===== src/dpc_pkg.sv =====
// ----------------------------------------------------------------------------
// dpc_pkg
// Shared types and constants for the duplicate point clusterer.
// ----------------------------------------------------------------------------
`default_nettype none

package dpc_pkg;

  // set capacity and coordinate format
  localparam int MAX_POINTS = 1024;
  localparam int COORD_BITS = 24;

  // memory addressing and set counters (counters hold MAX_POINTS itself)
  localparam int ADDR_W = $clog2(MAX_POINTS);
  localparam int CNT_W  = ADDR_W + 1;

  // distance arithmetic: |a-b| fits COORD_BITS, three squares need two more bits
  localparam int EPS_W = 52;
  localparam int MAG_W = COORD_BITS;
  localparam int SQ_W  = 2 * MAG_W;
  localparam int SUM_W = SQ_W + 2;
  localparam int CMP_W = (SUM_W > EPS_W) ? SUM_W : EPS_W;

  // result field widths
  localparam int IDX_W     = 10;
  localparam int DUP_W     = 11;
  localparam int DUPCNT_W  = 10;

  localparam logic [IDX_W-1:0]    IDX_FULL = '1;
  localparam logic [DUP_W-1:0]    DUP_NONE = '1;
  localparam logic [DUPCNT_W-1:0] DUP_MAX  = '1;

  typedef logic signed [COORD_BITS-1:0] coord_t;

  // one stored representative: coordinates and its index within the set
  typedef struct packed {
    coord_t              x;
    coord_t              y;
    coord_t              z;
    logic [ADDR_W-1:0]   pidx;
  } rep_entry_t;

  // status from the distance pipeline back to the scan control
  typedef struct packed {
    logic                busy;
    logic                hit;
    logic [ADDR_W-1:0]   hit_index;
  } dist_status_t;

  typedef enum logic [1:0] {
    ST_IDLE,
    ST_SCAN,
    ST_RESULT
  } state_t;

endpackage

`default_nettype wire


===== src/dpc_dist.sv =====
// ----------------------------------------------------------------------------
// dpc_dist
// Squared distance pipeline: difference magnitude, square, then sum and
// inclusive compare against the tolerance. Takes one representative a cycle.
// ----------------------------------------------------------------------------
`default_nettype none

module dpc_dist import dpc_pkg::*; (
  input  wire logic               clk,
  input  wire logic               rst,
  input  wire logic               flush,
  input  wire logic               in_valid,
  input  wire coord_t             pt_x,
  input  wire coord_t             pt_y,
  input  wire coord_t             pt_z,
  input  wire rep_entry_t         rep,
  input  wire logic [EPS_W-1:0]   eps,
  output dist_status_t            status
);

  logic signed [COORD_BITS:0] dx, dy, dz;
  logic [MAG_W-1:0]           mag_x, mag_y, mag_z;
  logic [ADDR_W-1:0]          pidx_a;
  logic                       valid_a;
  logic [SQ_W-1:0]            sq_x, sq_y, sq_z;
  logic [ADDR_W-1:0]          pidx_b;
  logic                       valid_b;
  logic [SUM_W-1:0]           dist_sum;
  logic                       near;

  // signed differences, one bit wider than a coordinate
  always_comb begin
    dx = (COORD_BITS+1)'(pt_x) - (COORD_BITS+1)'(rep.x);
    dy = (COORD_BITS+1)'(pt_y) - (COORD_BITS+1)'(rep.y);
    dz = (COORD_BITS+1)'(pt_z) - (COORD_BITS+1)'(rep.z);
  end

  // stage a: magnitudes
  always_ff @(posedge clk) begin
    mag_x  <= MAG_W'(dx[COORD_BITS] ? -dx : dx);
    mag_y  <= MAG_W'(dy[COORD_BITS] ? -dy : dy);
    mag_z  <= MAG_W'(dz[COORD_BITS] ? -dz : dz);
    pidx_a <= rep.pidx;
    if (rst || flush) begin
      valid_a <= 1'b0;
    end else begin
      valid_a <= in_valid;
    end
  end

  // stage b: squares
  always_ff @(posedge clk) begin
    sq_x   <= mag_x * mag_x;
    sq_y   <= mag_y * mag_y;
    sq_z   <= mag_z * mag_z;
    pidx_b <= pidx_a;
    if (rst || flush) begin
      valid_b <= 1'b0;
    end else begin
      valid_b <= valid_a;
    end
  end

  // sum of squares and inclusive tolerance test
  always_comb begin
    dist_sum = SUM_W'(sq_x) + SUM_W'(sq_y) + SUM_W'(sq_z);
    near     = CMP_W'(dist_sum) <= CMP_W'(eps);
  end

  assign status.busy      = valid_a | valid_b;
  assign status.hit       = valid_b & near;
  assign status.hit_index = pidx_b;

endmodule

`default_nettype wire


===== config.mk =====
export PLATFORM = sky130hd
export DESIGN_NAME = dpc_dist
export DESIGN_NICKNAME = d
export VERILOG_FILES = /design/src/dpc_pkg.sv /design/src/dpc_dist.sv
export SDC_FILE = /design/constraint.sdc
export NUM_CORES = 2
export LEC_CHECK = 0
export BUFFER_PORTS_ARGS = -buffer_cell sky130_fd_sc_hd__buf_2
export CAP_MARGIN = 5
export CORE_ASPECT_RATIO = 0.5
export CORE_MARGIN = 10
export CORE_UTILIZATION = 33
export CTS_CLUSTER_SIZE = 10
export DETAILED_ROUTE_END_ITERATION = 8
export HOLD_SLACK_MARGIN = 0.03
export PLACE_DENSITY_LB_ADDON = 0.1
export SLEW_MARGIN = 20
export SYNTH_ARGS = -nofsm -noshare
export SYNTH_HDL_FRONTEND = slang
export SYNTH_SLANG_ARGS = --single-unit

===== constraint.sdc =====
create_clock -name clk -period 11.5 [get_ports clk]
set_clock_uncertainty 0.15 [all_clocks]
set_input_delay 2.3 -clock clk [delete_from_list [all_inputs] [get_ports clk]]
set_output_delay 2.3 -clock clk [all_outputs]
set_load 0.01 [all_outputs]

==> flow_summary.rst <==
.. list-table::
   :header-rows: 1

   * - Metric
     - Value
   * - Path class of the lowest-slack min-delay path
     - flop to flop
   * - Leftover overflow at the end of global routing
     - 0
   * - Maximum buffer depth of the clock tree
     - 3
   * - Total of hold buffers inserted after clock tree synthesis
     - 0
   * - Crit path max fanout
     - 5
   * - Final number of setup-violating endpoints
     - 0
   * - Area of the placeable core
     - 193000 um2
   * - Clock root buffer master
     - sky130_fd_sc_hd__clkbuf_16
   * - Width of the die
     - 642 um
   * - Result of the run
     - finished, final reports clean
   * - Total track usage
     - 16.6%
   * - Die area
     - 213000 um2
   * - Post-DR wirelength/cell
     - 17.7 um
   * - Number of slew-limit violations in the final report
     - 0
   * - Share of final-layout standard cells stronger than drive strength 1
     - 5.11%
   * - Arrival time at the worst endpoint
     - 6470 ps
   * - Nature of the critical path endpoint
     - primary output
   * - Count of clock tree sinks
     - 235
   * - First-pass GRT wire length
     - 281000 um
   * - Critical path required time
     - 9050 ps
   * - Worst hold path cell count
     - 0
   * - Vias in the first global route
     - 49247
   * - RSZ-0062 raised after global routing
     - false
   * - Number of warnings printed during yosys synthesis
     - 0
   * - Crit-path cells
     - fa_1 > ha_1 > a21o_1 > a21o_1 > a211o_1 > a21oi_1 > a2bb2oi_1 > o211a_1 > a211oi_1 > o21ai_0 > and4b_1 > nor3_1 > ha_1 > a21o_1 > a21o_1 > a21o_1 > a21o_1 > a21o_1 > a21o_1 > a21oi_1 > o21ai_0 > or4_1 > o21ai_0 > buf_2
   * - Hold Vio Cnt, Final
     - 0
   * - Post-detail-place hpwl
     - 148000 um
   * - Quantity of gates resized following cts
     - 0
   * - Clock transition at path regs
     - 60 ps
   * - Ys async rst share
     - 0%
   * - Dominant cell type by count on the critical path
     - sky130_fd_sc_hd__a21o_1
   * - Port Buffer Count
     - 221
   * - Effective utilization at floorplan
     - 33.1%
   * - Syn Std Cell Area
     - 63900 um2
   * - Post-synth top flop
     - sky130_fd_sc_hd__dfxtp_1
   * - Count of antenna-violating nets left after detailed routing
     - 0
   * - Number of buffers created by CTS
     - 31
   * - Vias per cell
     - 4.53
   * - Post-synthesis sequential area ratio
     - 7.37%
   * - Routed via count
     - 44677
   * - Shortest clock period the worst path allows after layout
     - 8920 ps
   * - Destination of the worst register-to-register timing path
     - sq_y[45]$_DFF_P_
   * - R2R Setup Slk
     - 2970 ps
   * - Startpoint type of the worst setup path
     - flop
   * - Max-capacitance violation count
     - 0
   * - DIE HEIGHT
     - 331 um
   * - Adder and majority cell fraction of the synthesized area
     - 54.9%
   * - Number of search-and-repair iterations in the first detailed-routing pass
     - 5
   * - Number of synthesized register bits
     - 235
   * - Share of the synthesized area in the top cell type
     - 41.2%
   * - Max H-tree Level
     - 1
   * - Fraction of the mapped netlist area in simple logic gates
     - 11.5%
   * - Hold Crit Start
     - pidx_a[1]$_DFF_P_
   * - Final weighted congestion in routability-driven placement
     - 0.800
   * - Multiplexer share of the synthesized area
     - 0.233%
   * - Post-synthesis compound-gate area fraction
     - 8.96%
   * - Area added between synthesis and finish
     - 8.01%
   * - Reg-to-Reg Start
     - mag_y[0]$_DFF_P_
   * - Setup TNS after final layout
     - 0 ps
   * - Hold Path Sink
     - pidx_b[1]$_DFF_P_
   * - Final critical-path share of the clock period
     - 77.6%
   * - Worst Reg-to-Reg Cells
     - 26
   * - Routed wire length
     - 174000 um
   * - Largest family of logic cells by synthesized area
     - adder cells
   * - Number of enable-type register cells in the synthesized netlist
     - 0
   * - Gate count of the mapped netlist
     - 7127
   * - Worst-path cell with the longest stage delay
     - sky130_fd_sc_hd__or4_1
   * - Largest incremental delay on the critical path
     - 500 ps
   * - Tightest Pin Transition
     - 1100 ps
   * - Peak clock frequency supported by timing
     - 112 MHz
   * - Clock tree from TritonCTS
     - built
   * - Total number of placement rows
     - 114
   * - Category of the critical setup timing path
     - flop to primary output
   * - Total I/O pin count
     - 222
   * - Number of remaining DRC errors
     - 0
   * - Starting DRT DRC Count
     - 1919
   * - Cell variety after synth
     - 84
   * - Setup repair bufs after CTS
     - 0
   * - Xor/xnor cell area share of the yosys netlist
     - 4.21%
   * - Pin count of the biggest net entering global routing
     - 27
   * - Max_slew headroom
     - 26.5%
   * - Clock latency at the later pin of the worst-skew pair
     - 660 ps
   * - Number of antenna violations at the first check in global routing
     - 7
   * - Mapped Avg Cell Area
     - 8.96 um2
   * - Post-layout net count
     - 9466
   * - Top cell type by total area after synthesis
     - sky130_fd_sc_hd__fa_1
   * - Area contributors post-synth
     - sky130_fd_sc_hd__fa_1 41%, sky130_fd_sc_hd__ha_1 14%, sky130_fd_sc_hd__inv_1 12%
## how the worst max path moves through the flow
stage	start	to	slack (ps)	cells past startpoint
after floorplan	sq_x[10]$_DFF_P_	status[10]	3930	23
after detailed placement	mag_y[3]$_DFF_P_	sq_y[45]$_DFF_P_	2910	26
final	sq_x[10]$_DFF_P_	status[10]	2580	24
after CTS	sq_x[10]$_DFF_P_	status[10]	2540	24
after global routing	sq_x[10]$_DFF_P_	status[10]	2120	24
after global placement	mag_y[3]$_DFF_P_	sq_y[45]$_DFF_P_	2960	26
## per-stage QoR
step	util [%]	setup slack, ps	hold WS, ps	area [um2]	std cells
3_3_place_gp	35.2	2960	160	68000	9820
4_1_cts	35.8	2540	176	69000	9869
6_report	35.8	2580	174	69000	9873
5_1_grt	35.8	2120	179	69000	9870
3_5_place_dp	35.2	2910	162	68000	9820
2_1_floorplan	-	3930	160	63900	7128
## cell usage in the layout, fill, tap and decap left out, types with 9 or more instances in the layout
cell,netlist,layout
sky130_fd_sc_hd__and2_1,356,356
sky130_fd_sc_hd__buf_4,0,63
sky130_fd_sc_hd__or3_1,10,10
sky130_fd_sc_hd__nor2b_1,51,51
sky130_fd_sc_hd__ha_1,697,697
sky130_fd_sc_hd__and4_1,10,10
sky130_fd_sc_hd__a21o_1,166,166
sky130_fd_sc_hd__fa_1,1316,1316
sky130_fd_sc_hd__o21bai_1,31,31
sky130_fd_sc_hd__o31ai_1,26,26
sky130_fd_sc_hd__a41oi_1,9,9
sky130_fd_sc_hd__o211ai_1,19,19
sky130_fd_sc_hd__or2_2,13,13
sky130_fd_sc_hd__buf_2,3,221
sky130_fd_sc_hd__nand4_1,45,45
sky130_fd_sc_hd__a221oi_1,10,10
sky130_fd_sc_hd__inv_1,1970,1970
sky130_fd_sc_hd__and3_1,27,27
sky130_fd_sc_hd__nor3_1,46,46
sky130_fd_sc_hd__o21ai_0,143,143
sky130_fd_sc_hd__o21a_1,46,46
sky130_fd_sc_hd__dfxtp_1,235,232
sky130_fd_sc_hd__clkbuf_16,0,31
sky130_fd_sc_hd__nand2b_1,28,28
sky130_fd_sc_hd__nor3b_1,10,10
sky130_fd_sc_hd__a211oi_1,24,24
sky130_fd_sc_hd__nand3_1,56,56
sky130_fd_sc_hd__nand2_1,598,598
sky130_fd_sc_hd__xor2_1,112,112
sky130_fd_sc_hd__nor2_1,214,214
sky130_fd_sc_hd__a31oi_1,36,34
sky130_fd_sc_hd__xnor2_1,195,195
sky130_fd_sc_hd__a211o_1,9,9
sky130_fd_sc_hd__a21oi_1,266,266
## flip-flops by register name, indices dropped and copies added (netlist names)
name and cells:
mag_x 24, mag_y 24, mag_z 24, pidx_a 10, pidx_b 10, sq_x 47, sq_y 47, sq_z 47
valid_a 1, valid_b 1
## synth_stat cells, drive strengths merged, types with 57 or more instances
cell / instances
inv: 1970
fa: 1316
ha: 697
nand2: 598
and2: 357
a21oi: 266
dfxtp: 235
nor2: 214
clkbuf: 196
xnor2: 195
a21o: 167
o21ai: 151
xor2: 112
nand3: 57
## per-layer routing
layer,vias up,track usage (%),wire length (um)
met5,-,0,0
li1,21819,-,-
met3,124,2.24,6430
met2,630,26.7,76800
met4,0,2.33,2730
met1,22104,24.5,88500
## worst max-delay path, delay by kind of cell (launching register included)
| family | cells | cell delay, ps |
|---|---|---|
| compound gates | 17 | 3350 |
| flops | 1 | 320 |
| buf+inv | 1 | 180 |
| fa+ha+maj | 3 | 1140 |
| simple gates | 3 | 830 |
## cell families after synthesis
logic type               after synthesis
AND/OR/NAND/NOR                     1503
multiplexers                          14
flip-flops                           235
buffers and inverters               2172
other                                  2
XOR/XNOR                             307
adder cells (fa/ha/maj)             2013
AO/OA/AOI/OAI                        881
## final cells by class
type / instances / area [um2]
Antenna cell: 4 / 10.0
Clock buffer: 41 / 863
Clock inverter: 8 / 138
Fill cell: 20414 / 124000
Inverter: 1970 / 7390
Multi-Input combinational cell: 4721 / 51000
Sequential cell: 235 / 4710
Tap cell: 2610 / 3270
Timing Repair Buffer: 284 / 1580
Power is not shown: default switching activity piles up to over one toggle a cycle in this logic, so the estimate is an artifact.
